`config.mk`:
```
export PLATFORM = sky130hd
export DESIGN_NAME = priority_ready_queue
export DESIGN_NICKNAME = d
export VERILOG_FILES = /design/src/design/rdq_pkg.sv /design/src/design/rdq_store.sv /design/src/design/priority_ready_queue.sv
export SDC_FILE = /design/constraint.sdc
export NUM_CORES = 1
export LEC_CHECK = 0
export ABC_AREA = 1
export BUFFER_PORTS_ARGS = -buffer_cell sky130_fd_sc_hd__buf_2
export CORE_MARGIN = 8
export CORE_UTILIZATION = 60
export CTS_CLUSTER_DIAMETER = 50
export CTS_CLUSTER_SIZE = 8
export DETAILED_ROUTE_END_ITERATION = 8
export PLACE_DENSITY_LB_ADDON = 0.08
export SETUP_SLACK_MARGIN = 0.1
export SLEW_MARGIN = 20
export SYNTH_ARGS = -nofsm -noshare
export SYNTH_HDL_FRONTEND = slang
export SYNTH_SLANG_ARGS = --single-unit
```
`constraint.sdc`:
```
create_clock -name clk -period 5.9 [get_ports clk]
set_clock_uncertainty 0.1 [all_clocks]
set_input_delay 0.59 -clock clk [delete_from_list [all_inputs] [get_ports clk]]
set_output_delay 0.59 -clock clk [all_outputs]
set_load 0.01 [all_outputs]
```
`src/design/rdq_pkg.sv`:
```
// Shared constants, codes and state type for the priority ready queue.
package rdq_pkg;

  localparam int DEF_QUEUE_DEPTH   = 16;
  localparam int DEF_ID_BITS       = 8;
  localparam int DEF_PRIORITY_BITS = 8;

  typedef enum logic {
    OP_ENQUEUE = 1'b0,
    OP_DEQUEUE = 1'b1
  } op_t;

  typedef enum logic [1:0] {
    STATUS_OK    = 2'd0,
    STATUS_FULL  = 2'd1,
    STATUS_EMPTY = 2'd2
  } status_t;

  typedef enum logic [2:0] {
    ST_IDLE,
    ST_ENQ_WALK,
    ST_ENQ_HEAD,
    ST_DEQ_HEAD,
    ST_DEQ_SHIFT
  } state_t;

endpackage

```
`src/design/rdq_store.sv`:
```
// Entry store of the ready queue: one write port, one registered read port.
module rdq_store import rdq_pkg::*; #(
  parameter int DEPTH = DEF_QUEUE_DEPTH,
  parameter int WIDTH = DEF_ID_BITS + DEF_PRIORITY_BITS,
  localparam int AW = (DEPTH > 1) ? $clog2(DEPTH) : 1
) (
  input  logic             clk,
  input  logic             we,
  input  logic [AW-1:0]    waddr,
  input  logic [WIDTH-1:0] wdata,
  input  logic [AW-1:0]    raddr,
  output logic [WIDTH-1:0] rdata
);

  logic [WIDTH-1:0] mem [DEPTH];

  // write one entry
  always_ff @(posedge clk) begin
    if (we) begin
      mem[waddr] <= wdata;
    end
  end

  // read one entry, data valid the next cycle
  always_ff @(posedge clk) begin
    rdata <= mem[raddr];
  end

endmodule

```
`src/design/priority_ready_queue.sv`:
```
// Top level of the priority ready queue: sequencer, compare unit and result registers.
//
// Usage: a command beat is taken at a rising edge where start is high and busy is
// low. operation selects enqueue (proc_id, proc_priority) or dequeue of the head.
// Every command returns one result beat: done is high for exactly one cycle with
// removed_id, removed_priority, status and occupancy valid in that cycle.
// The queue is kept sorted, highest priority at slot 0, equal priorities in
// arrival order. An enqueue walks the store from the tail toward the head, one
// entry per cycle through the single compare unit and the one-read, one-write
// store, moving each lower-priority entry down one slot until its place is found.
// A dequeue reads the head and then moves every remaining entry up one slot.
// A full enqueue, an empty dequeue or an enqueue into an empty queue shows done in
// the cycle after it is accepted; an enqueue into a non-empty queue walks the store
// and moves k entries (at most QUEUE_DEPTH-1), and a dequeue from n entries moves
// the n-1 entries behind the head. The store port (one entry moved per cycle) paces
// both. busy is high meanwhile; a new command may be taken in the cycle its
// predecessor's done is shown.
// Reset (rst, synchronous) empties the queue; store contents need no clearing.
// The receiver cannot hold results off; done is never delayed.
module priority_ready_queue import rdq_pkg::*; #(
  parameter int QUEUE_DEPTH   = DEF_QUEUE_DEPTH,
  parameter int ID_BITS       = DEF_ID_BITS,
  parameter int PRIORITY_BITS = DEF_PRIORITY_BITS,
  localparam int AW = (QUEUE_DEPTH > 1) ? $clog2(QUEUE_DEPTH) : 1,
  localparam int CW = $clog2(QUEUE_DEPTH + 1),
  localparam int EW = ID_BITS + PRIORITY_BITS
) (
  input  logic                     clk,
  input  logic                     rst,
  input  logic                     start,
  output logic                     busy,
  input  logic                     operation,
  input  logic [ID_BITS-1:0]       proc_id,
  input  logic [PRIORITY_BITS-1:0] proc_priority,
  output logic                     done,
  output logic [ID_BITS-1:0]       removed_id,
  output logic [PRIORITY_BITS-1:0] removed_priority,
  output logic [1:0]               status,
  output logic [CW-1:0]            occupancy
);

  state_t                   state, state_next;
  logic [AW-1:0]            idx, idx_next;
  logic [CW-1:0]            count, count_next;
  logic [ID_BITS-1:0]       new_id, new_id_next;
  logic [PRIORITY_BITS-1:0] new_prio, new_prio_next;
  logic                     done_next;
  logic [ID_BITS-1:0]       res_id_next;
  logic [PRIORITY_BITS-1:0] res_prio_next;
  status_t                  res_status, res_status_next;
  logic [CW-1:0]            res_occ_next;

  logic                     we;
  logic [AW-1:0]            waddr, raddr;
  logic [EW-1:0]            wdata, rdata;
  logic [PRIORITY_BITS-1:0] rd_prio;
  logic [ID_BITS-1:0]       rd_id;
  logic                     rd_lower;

  rdq_store #(
    .DEPTH (QUEUE_DEPTH),
    .WIDTH (EW)
  ) u_store (
    .clk   (clk),
    .we    (we),
    .waddr (waddr),
    .wdata (wdata),
    .raddr (raddr),
    .rdata (rdata)
  );

  // split the entry read back; compare against the held priority
  assign rd_prio  = rdata[PRIORITY_BITS-1:0];
  assign rd_id    = rdata[EW-1:PRIORITY_BITS];
  assign rd_lower = rd_prio < new_prio;

  assign busy   = (state != ST_IDLE);
  assign status = res_status;

  // state register and datapath registers
  always_ff @(posedge clk) begin
    if (rst) begin
      state <= ST_IDLE;
      count <= '0;
      done  <= 1'b0;
    end else begin
      state <= state_next;
      count <= count_next;
      done  <= done_next;
    end
    idx              <= idx_next;
    new_id           <= new_id_next;
    new_prio         <= new_prio_next;
    removed_id       <= res_id_next;
    removed_priority <= res_prio_next;
    res_status       <= res_status_next;
    occupancy        <= res_occ_next;
  end

  // sequencer: next state, store controls and result values
  always_comb begin
    state_next      = state;
    idx_next        = idx;
    count_next      = count;
    new_id_next     = new_id;
    new_prio_next   = new_prio;
    done_next       = 1'b0;
    res_id_next     = removed_id;
    res_prio_next   = removed_priority;
    res_status_next = res_status;
    res_occ_next    = occupancy;
    we              = 1'b0;
    waddr           = AW'(idx + 1'b1);
    wdata           = {new_id, new_prio};
    raddr           = '0;

    case (state)
      ST_IDLE: begin
        if (start) begin
          new_id_next   = proc_id;
          new_prio_next = proc_priority;
          if (op_t'(operation) == OP_ENQUEUE) begin
            if (count == CW'(QUEUE_DEPTH)) begin
              // full: drop the item
              done_next       = 1'b1;
              res_id_next     = '0;
              res_prio_next   = '0;
              res_status_next = STATUS_FULL;
              res_occ_next    = count;
            end else if (count == '0) begin
              // empty: place at the head at once
              we              = 1'b1;
              waddr           = '0;
              wdata           = {proc_id, proc_priority};
              count_next      = CW'(1);
              done_next       = 1'b1;
              res_id_next     = '0;
              res_prio_next   = '0;
              res_status_next = STATUS_OK;
              res_occ_next    = CW'(1);
            end else begin
              // start the walk at the tail
              raddr      = AW'(count - 1'b1);
              idx_next   = AW'(count - 1'b1);
              state_next = ST_ENQ_WALK;
            end
          end else begin
            if (count == '0) begin
              done_next       = 1'b1;
              res_id_next     = '0;
              res_prio_next   = '0;
              res_status_next = STATUS_EMPTY;
              res_occ_next    = '0;
            end else begin
              raddr      = '0;
              state_next = ST_DEQ_HEAD;
            end
          end
        end
      end

      ST_ENQ_WALK: begin
        we = 1'b1;
        if (rd_lower) begin
          // move the lower entry down one slot and keep walking
          wdata = rdata;
          if (idx == '0) begin
            state_next = ST_ENQ_HEAD;
          end else begin
            raddr    = AW'(idx - 1'b1);
            idx_next = AW'(idx - 1'b1);
          end
        end else begin
          // place the new entry behind this one
          count_next      = CW'(count + 1'b1);
          done_next       = 1'b1;
          res_id_next     = '0;
          res_prio_next   = '0;
          res_status_next = STATUS_OK;
          res_occ_next    = CW'(count + 1'b1);
          state_next      = ST_IDLE;
        end
      end

      ST_ENQ_HEAD: begin
        // new entry outranks all stored ones
        we              = 1'b1;
        waddr           = '0;
        count_next      = CW'(count + 1'b1);
        done_next       = 1'b1;
        res_id_next     = '0;
        res_prio_next   = '0;
        res_status_next = STATUS_OK;
        res_occ_next    = CW'(count + 1'b1);
        state_next      = ST_IDLE;
      end

      ST_DEQ_HEAD: begin
        // capture the head entry
        res_id_next     = rd_id;
        res_prio_next   = rd_prio;
        res_status_next = STATUS_OK;
        if (count == CW'(1)) begin
          count_next   = '0;
          done_next    = 1'b1;
          res_occ_next = '0;
          state_next   = ST_IDLE;
        end else begin
          raddr      = AW'(1);
          idx_next   = AW'(1);
          state_next = ST_DEQ_SHIFT;
        end
      end

      ST_DEQ_SHIFT: begin
        // move each entry up one slot
        we    = 1'b1;
        waddr = AW'(idx - 1'b1);
        wdata = rdata;
        if (CW'(idx) == CW'(count - 1'b1)) begin
          count_next   = CW'(count - 1'b1);
          done_next    = 1'b1;
          res_occ_next = CW'(count - 1'b1);
          state_next   = ST_IDLE;
        end else begin
          raddr    = AW'(idx + 1'b1);
          idx_next = AW'(idx + 1'b1);
        end
      end

      default: begin
        state_next = ST_IDLE;
      end
    endcase
  end

endmodule
```
Yosys cells after proc, flatten, opt, wreduce, memory -nomap -nowiden:

Memory sizes are Yosys's and may differ from the RTL's. A register that Yosys moved wholly into a read port is not among the register bits.
Index checks and enable logic that the tools add are counted.

* logic and storage cells: 140
* output and inout port bits: 25
* RAM bits: 256
* memories kept: 1
* input port bits: 20
* flip-flop bits (word level): 52

* reduce and logical (&&, ||, !) cells: 17
* equal/unequal tests: 23
* $lt $le $gt $ge: 1
* $add $sub $neg: 4
* multiplexer cells: 84

Memory list
* u_store.mem: depth 16, width 16, rd ports 1, clocked after memory_dff 1, write ports 1, line rdq_store.sv:15 `logic [WIDTH-1:0] mem [DEPTH];`

Operators with widths (count)
* $mux W16: 5
* $mux W4: 19
* $mux W8: 9
* $pmux W8 S4: 2
* $mux W5: 11
* $pmux W5 S5: 2
* $pmux W16 S3: 1
* $pmux W4 S4: 2
* $mux W3: 9
* $ne A2 B2 Y1 const B: 12
* $mux W1: 13
* $mux W2: 6
* $ne A3 B3 Y1 const B: 4
* $pmux W3 S4: 1
* $pmux W4 S3: 1
* $reduce_and A5 Y1: 2
* $reduce_and A9 Y1: 1
* $lt A8 B8 Y1: 1
* $reduce_and A8 Y1: 1
* $reduce_bool A4 Y1: 2
* $reduce_and A7 Y1: 1
* $eq A3 B2 Y1 const B: 2
* $pmux W2 S3: 1
* $reduce_bool A3 Y1: 2
* 19 further kinds: 19

Depth between registers and ports, before layout:

Gate-level depths: netlist of the first run.

* depth in word-level cells: 8
* mapped depth: 18
* depth with buffers taken out: 16

Cells and area by module:

A second synthesis of the first run with hierarchy kept.

* cells, all modules: 1506
* area total of the unflattened synthesis: 14843.0 µm²

By module, submodules not included
* rdq_store: seq. area each 8007.7 µm², times used 1, cells an instance 1076, area each 11379.7 µm²
* priority_ready_queue: seq. area each 1471.4 µm², times used 1, cells an instance 430, area each 3463.3 µm²

Least setup slack after synthesis of the first run:

Ideal clock, no wire load.

* kind: register to register
* from: register count[0]
* to: memory u_store.mem[13][0] (netlist name) (enable)
* period minus slack after synthesis: 2.880 ns
* arrival time: 2.392 ns
* setup time: 0.388 ns
* buffers on the path: 0
* cell stages (with the launch flop): 14
* path slack: 3.020 ns
* data required time: 5.412 ns
* path through: dfxtp_1 -> inv_2 -> ha_1 -> nand2_1 -> nor2_1 -> nand2_1 -> o21ai_0 -> o21ai_1 -> inv_1 -> nand2_1 -> o21ai_1 -> inv_1 -> or2_1 -> nor2_1

* longest elaborated chain between the ends: 8
* elaborated cells between the ends (all ways): 14
* those cells by class: 1 x eq/ne; 12 x mux; 1 x reduce/logical

Ends and longest elaborated chain
* from (decl): line priority_ready_queue.sv:44 `logic [CW-1:0] count, count_next;`
* from (signal assigned): line priority_ready_queue.sv:88 `count <= count_next;`
* $logic_not A5 Y1: line priority_ready_queue.sv:130 `end else if (count == '0) begin`
* $mux W1: line priority_ready_queue.sv:130
* $mux W1: line priority_ready_queue.sv:123 `if (count == CW'(QUEUE_DEPTH)) begin`
* $mux W1: line priority_ready_queue.sv:122 `if (op_t'(operation) == OP_ENQUEUE) begin`
* $mux W1: line priority_ready_queue.sv:119 `if (start) begin`
* $pmux W1 S2: line priority_ready_queue.sv:117 `case (state)`
* $mux W1: line rdq_store.sv:19 `if (we) begin`
* $mux W1 (not written as such): line rdq_store.sv:20 `mem[waddr] <= wdata;`
* to (decl): line rdq_store.sv:15

Several ways; a longest one is shown, not always the timed one.

Final worst setup path of the first run:

* from: register state[2]
* to: register u_store.rdata[3] (read register of u_store.mem)

* longest elaborated chain between the ends: 2
* elaborated cells between the ends (all ways): 5
* those cells by class: 3 x eq/ne; 1 x mux; 1 x reduce/logical

Ends and longest elaborated chain
* from (decl): line priority_ready_queue.sv:42 `state_t state, state_next;`
* from (signal assigned): line priority_ready_queue.sv:87 `state <= state_next;`
* $eq A3 B3 Y1 (tied with other cells): line priority_ready_queue.sv:117
* $pmux W4 S4 (*): line priority_ready_queue.sv:117
* to (decl): line rdq_store.sv:12 `output logic [WIDTH-1:0] rdata`

Every way passes the cells marked *; elsewhere a longest branch is shown, timed or not.
A chain may end at the register's enable or synchronous reset.

==> out/metrics.cfg, run 1 <==
[sta]
relSlewSlack=0.423
min_period_ns=4.10
totalNegativeSetupSlack_ns=0
rsz0062_at_grt=false
fin_crit_sh=0.695
hold_viol=0
slew_violations=0
worst_slew_pin_slew_ns=0.866
fmax_mhz=244
holdWs_ns=0.143
setup_viol=0

[layout]
syn2layout_area_growth_pct=13.2
final_common_cell=inv_1
final_cell_mix=328 x inv_1, 299 x edfxtp_1, 235 x nand3_1
drive_above_1_share=0.109
nets=1651
antenna_cells=0

[setup_path]
cp_common_cell=nand3_1
ff2ff_setup_slack_ns=1.80
r2r-start=state[2]
startpoint_type=flip-flop
path_class=flip-flop to flip-flop
cp.required_ns=6.23
r2r_cells=12
slowest_delay_ns=0.76
cp_max_fo=84
worstSetupStartpoint=state[2]
worstSetupEndpointType=flip-flop
crit_arrival_ns=4.43
r2r-end=u_store.rdata[3]
slowest_stage=dfxtp_1
path_cells=inv_2 -> nor2_2 -> inv_1 -> nor2_1 -> nand2_4 -> nand3_4 -> buf_12 -> nand2_1 -> nand3_1 -> nand3_1 -> nand3_1 -> nand2_1

[clock_tree]
cts_tree=done
cts_buffers=47
clkTransAtPathRegs_ns=0.05
insertion_delay_ns=0.55
postCtsHoldBufs=0
htree_levels=2
clockBufferDepth=3
clockRootBuffer=clkbuf_16
post_cts_buffers=0
cts_resized=0
cts_sinks=324

[global_route]
gr-usage-all-layers=0.257
grt_pass1_wl_mm=62.4
overflow=0
antenna_found_initial=0
grt_max_degree=85
grt_pass1_vias=11000

[drt]
wl_met3_mm=3.20
wire_per_inst_um=20.5
dr.pass1.iters=6
antenna_left=0
dr.max_layer_used=met4
wirelength_met1_mm=16.9
drc=0
vias=11700
dr_wl_met2_mm=18.9
drt-initial-drc-count=1223
vias_per_cell=5.91
routed_wl_mm=40.7

[synth]
ys_types=38
yosys.area_share.simple=0.208
yosysWarnings=0
synth_top_family_by_area=simple AND/OR/NAND/NOR gates
synthAdderAreaFrac=0.0106
netlist_area_um2=15400
synth_fp_nets=1603
synth-xor-area-share=0.00342
synth_cells=1570
yosysSeqAreaShare=0.617
synth-seq-cells=324
synthMuxAreaShare=0
synth_compound_area_frac=0.0505
syn_area_per_cell_um2=9.79

[power]
p_int_mw=6.17
p_sw_mw=3.90
sequentialPowerShare=0.365
peakVddDrop_mv=0.364
finalPower_mw=10.1
p_per_area_nw_per_um2=579
combPwrFrac=0.386
switching_share=0.387
leakagePower_nw=7.41
clkPwrFrac=0.248

[floorplan]
row_count=58
core_um2=25200
io_pins=45
start_util=0.610
chipWidth_um=176
die-area_um2=31000
die_h_um=176

[placed_design]
place_congestion=0.895
io_buffers=44
dpl.hpwl_mm=23.1

[status]
status=complete, no violations

[min_path]
hp-class=input port to flip-flop
hp-start=proc_priority[6]
hold_depth=1
whs_endpoint=new_prio[6]

[run]
drv_cap=0

-- power by group through the flow --
stage | Combinational (mW) | Sequential, mW | Clock (mW)
after floorplan | 2.49 | 3.72 | 0
after global placement | 3.71 | 3.71 | 0
after detailed placement | 3.79 | 3.72 | 0
after CTS | 3.82 | 3.68 | 2.52
after global routing | 4.26 | 3.72 | 2.62
final | 3.89 | 3.68 | 2.50
-- routing by layer --
metal | up-vias | global-route usage
li1 | 5459 | -
met1 | 5640 | 0.348
met2 | 518 | 0.410
met3 | 112 | 0.0404
met4 | 0 | 0.108
met5 | - | 0
-- cells in the mapped netlist, drive strengths merged --
library cell | instances | area, um2
a22o | 1 | 8.76
nand2 | 227 | 860
buf | 68 | 357
o221ai | 2 | 17.5
a21oi | 30 | 150
xnor2 | 3 | 26.3
nand3b | 2 | 15.0
a221o | 1 | 10.0
xor2 | 3 | 26.3
nor3 | 6 | 30.0
o22ai | 28 | 175
dfxtp | 25 | 500
a2111oi | 2 | 17.5
edfxtp | 299 | 8980
o21ai | 45 | 225
ha | 13 | 163
a211oi | 1 | 7.51
and2 | 1 | 6.26
inv | 336 | 1260
nand3 | 237 | 1190
nand4 | 130 | 813
o21a | 1 | 7.51
a32o | 1 | 10.0
or2 | 2 | 12.5
clkbuf | 22 | 82.6
clkinv | 1 | 3.75
a21boi | 1 | 11.3
nor2 | 64 | 263
o211ai | 18 | 135
-- critical path, delay by kind of cell, from the launching register on --
| kind | cells | cell delay, ns |
|---|---|---|
| flip-flops | 1 | 0.76 |
| AND/OR/NAND/NOR | 9 | 2.20 |
| buffers and inverters | 3 | 0.85 |
-- cells by family after synthesis --
group / Yosys count
AND/OR/NAND/NOR: 669
buffers and inverters: 427
flip-flops: 324
AO/OA/AOI/OAI: 131
adder cells (fa/ha/maj): 13
XOR/XNOR: 6
-- sequential cells by signal (all words and copies together) (netlist names) --
signal / flops
count: 5
removed_id: 8
new_prio: 8
u_store.mem: 256
idx: 4
done: 1
status: 2
new_id: 8
state: 3
removed_priority: 8
occupancy: 5
u_store.rdata: 16
-- through the flow --
| step | util | cells | cell area, um2 | setup slack [ns] |
|---|---|---|---|---|
| floorplan | - | 1570 | 15400 | 3.02 |
| global placement | 0.632 | 1892 | 15900 | 1.99 |
| detailed placement | 0.633 | 1894 | 16000 | 1.92 |
| CTS | 0.689 | 1979 | 17300 | 1.91 |
| global route | 0.690 | 1984 | 17400 | 1.43 |
| finish | 0.690 | 1984 | 17400 | 1.80 |
-- worst max path at each step --
stage / to / depth (start not counted)
after floorplan: u_store.mem[13][0] / 13
after global placement: u_store.rdata[6] / 12
after detailed placement: u_store.rdata[3] / 12
after CTS: u_store.rdata[3] / 12
after global routing: u_store.rdata[8] / 12
final: u_store.rdata[3] / 12
-- layout make-up --
type	count	area, um2
sequential	324	9480
fill	1890	7790
multi-input combinational	819	4260
clock buffer	80	1310
inverter	337	1260
timing repair buffer	89	571
tap	330	413
clock inverter	5	87.6
No activity file was read; power rests on OpenSTA's default activity.
==> inputs of run 2 (changes only) <==
Clock period 5.9 ns to 4 ns, I/O delays scaled along.
==> run 2 against run 1 <==
  * Sequential share of layout area is 0.88 points lower
  * Worst setup slack lost 1.1 ns
  * Worst hold slack worse by 0.024 ns
  * Critical endpoint is now u_store.rdata[13]
  * Final cell count rose by 1.3%
  * Sequential power up 47%
  * Critical path type unchanged
  * Clock power increased by 47%
  * Non-clock buffer count grew 27
  * Largest cell class unchanged
==> out/metrics.cfg, run 2 (synthesis gave the netlist of run 1 again) <==
[setup_path]
slowest_stage=buf_4
path_cells=buf_4 -> inv_2 -> nor2_2 -> inv_1 -> nor2_1 -> nand2_4 -> nand3_4 -> buf_4 -> nand2_1 -> nand3_1 -> nand3_1 -> nand3_1 -> nand2_1
cp_num_buf_inv=4  ; +1
crit_family=simple AND/OR/NAND/NOR gates
r2r-end=u_store.rdata[13]
slowest_delay_ns=0.51  ; -0.25 ns
startpoint_type=flip-flop
cp_max_fo=48  ; -43%
cp-endpoint=u_store.rdata[13]
r2r-start=state[2]
ff2ff_setup_slack_ns=0.74  ; -1.06 ns
r2r_cells=13  ; +1
crit_cells=13  ; +1
path_class=flip-flop to flip-flop
crit_arrival_ns=3.55  ; -0.88 ns
cp.required_ns=4.28  ; -1.95 ns
cp_common_cell=nand3_1
worstSetupStartpoint=state[2]
worstSetupEndpointType=flip-flop

[sta]
fin_crit_sh=0.816  ; +0.121
rsz0062_at_grt=false
fin_ws_ns=0.736  ; -1.06 ns
relSlewSlack=0.465  ; +0.0418
min_period_ns=3.26  ; -0.836 ns
hold_viol=0  ; unchanged
slew_violations=0  ; unchanged
fmax_mhz=306  ; +26%
totalNegativeSetupSlack_ns=0  ; unchanged
worst_slew_pin_slew_ns=0.802  ; -0.0638 ns
setup_viol=0  ; unchanged

[layout]
ff_latch_area_um2=9480  ; unchanged
final_common_cell=inv_1
reg_top3=u_store.mem x256, u_store.rdata x16
final_cell_mix=328 x inv_1, 299 x edfxtp_1, 235 x nand3_1
nets=1678  ; +1.6%
drive_above_1_share=0.113  ; +0.00434
antenna_cells=0  ; unchanged
fin_cells=2009  ; +1.3%
fill_cells=1915  ; +1.3%
regMostFlops=u_store.mem
syn2layout_area_growth_pct=15.0
multi_input_area_um2=4250  ; -0.23%
largest_reg_flops=256  ; unchanged
fin_area_um2=17700  ; +1.6%

[drt]
vias_per_cell=5.91  ; about the same
dr.pass1.iters=8  ; +2
drc=0  ; unchanged
vias=11900  ; +1.2%
drt-initial-drc-count=1508  ; +23%
antenna_left=0  ; unchanged
wire_per_inst_um=20.3  ; -0.73%
routed_wl_mm=40.9  ; +0.52%

[min_path]
hp-class=input port to flip-flop
hold_depth=2  ; +1

[global_route]
overflow=0  ; unchanged
grt_max_degree=129  ; +52%
gr-usage-all-layers=0.263  ; +0.00518
grt_pass1_vias=11400  ; +4.2%
antenna_found_initial=1  ; +1
grt_pass1_wl_mm=63.4  ; +1.6%

[floorplan]
start_util=0.610  ; unchanged
io_pins=45  ; unchanged
row_count=58  ; unchanged
core_um2=25200  ; unchanged
chipWidth_um=176  ; unchanged
die-area_um2=31000  ; unchanged
die_h_um=176  ; unchanged

[power]
leakagePower_nw=7.56  ; +2.0%
p_per_area_nw_per_um2=847  ; +46%
peakVddDrop_mv=0.578  ; +59%

[clock_tree]
cts_tree=done
cts_buffers=47  ; unchanged
cts_sinks=324  ; unchanged
clockBufferDepth=3  ; unchanged
clkTransAtPathRegs_ns=0.05  ; about the same
htree_levels=2  ; unchanged
clockRootBuffer=clkbuf_16
cts_resized=0  ; unchanged
insertion_delay_ns=0.54  ; about the same

[status]
status=complete, no violations

[placed_design]
place_congestion=0.939  ; +4.9%
preCtsSetupSlack_ns=0.811  ; -1.11 ns
place_area_um2=16100  ; +0.94%
dp_cells=1907  ; +0.69%
dpl.hpwl_mm=23.5  ; +1.6%
io_buffers=44  ; unchanged

[run]
drv_cap=0  ; unchanged

-- run 2: cell count changes in the layout (fill, tap and decap cells not counted), sizes merged --
cell / change
bufinv: -1
clkbuf: -3
dlygate4sd3: +17
buf: +14
clkinv: -2
-- run 2: report_power, final --
part	internal (mW)	switching, mW
Clock	2.29	1.39
Sequential	5.15	0.267
Combinational	1.74	4.13
Total	9.19	5.78
-- run 2: area by class of cell --
type                       count  share of cell area
multi-input combinational    819               0.241
timing repair buffer         116              0.0494
clock buffer                  81              0.0773
sequential                   324               0.536
clock inverter                 2             0.00142
inverter                     337              0.0716
tap                          330              0.0234
-- run 2: routing by layer --
layer / wire length, um / part of all wire / vias to the layer above / track usage
li1: - / - / 5500 / -
met1: 16500 / 0.40 / 5652 / 0.352
met2: 19300 / 0.47 / 601 / 0.416
met3: 3530 / 0.086 / 113 / 0.0417
met4: 1550 / 0.038 / 0 / 0.123
met5: 0 / 0 / - / 0
-- run 2: worst register-to-register path: stages (launching register included) --
cell and delay, ns:
dfxtp_1 0.30, buf_4 0.23, inv_2 0.09, nor2_2 0.31
inv_1 0.30, nor2_1 0.25, nand2_4 0.09, nand3_4 0.31
buf_4 0.52, nand2_1 0.16, nand3_1 0.12, nand3_1 0.08
nand3_1 0.12, nand2_1 0.14
-- run 2: repair_timing --
| item | CTS | global route |
|---|---|---|
| hold endpoints to repair | 18 | 0 |
| endpoints found under the setup margin | 0 | 0 |
| hold buffers | 17 | 0 |
| setup buffers | 0 | 0 |
-- run 2: how the worst min path moves through the flow --
stage	slack [ns]	start	to
after floorplan	0.37	rst	state[2]
after global placement	0.44	count[3]	count[3]
after detailed placement	0.43	count[3]	count[3]
after CTS	0.1	operation	status[0]
after global routing	0.12	operation	status[0]
final	0.12	operation	status[0]
-- run 2: metrics by stage --
step           power (mW)   util  hold WS (ns)
2_1_floorplan        9.16      -         0.369
3_5_place_dp         11.2  0.639         0.433
4_1_cts              14.9  0.701        0.0986
6_report             15.0  0.702         0.120
5_1_grt              15.8  0.702         0.121
3_3_place_gp         11.1  0.639         0.436
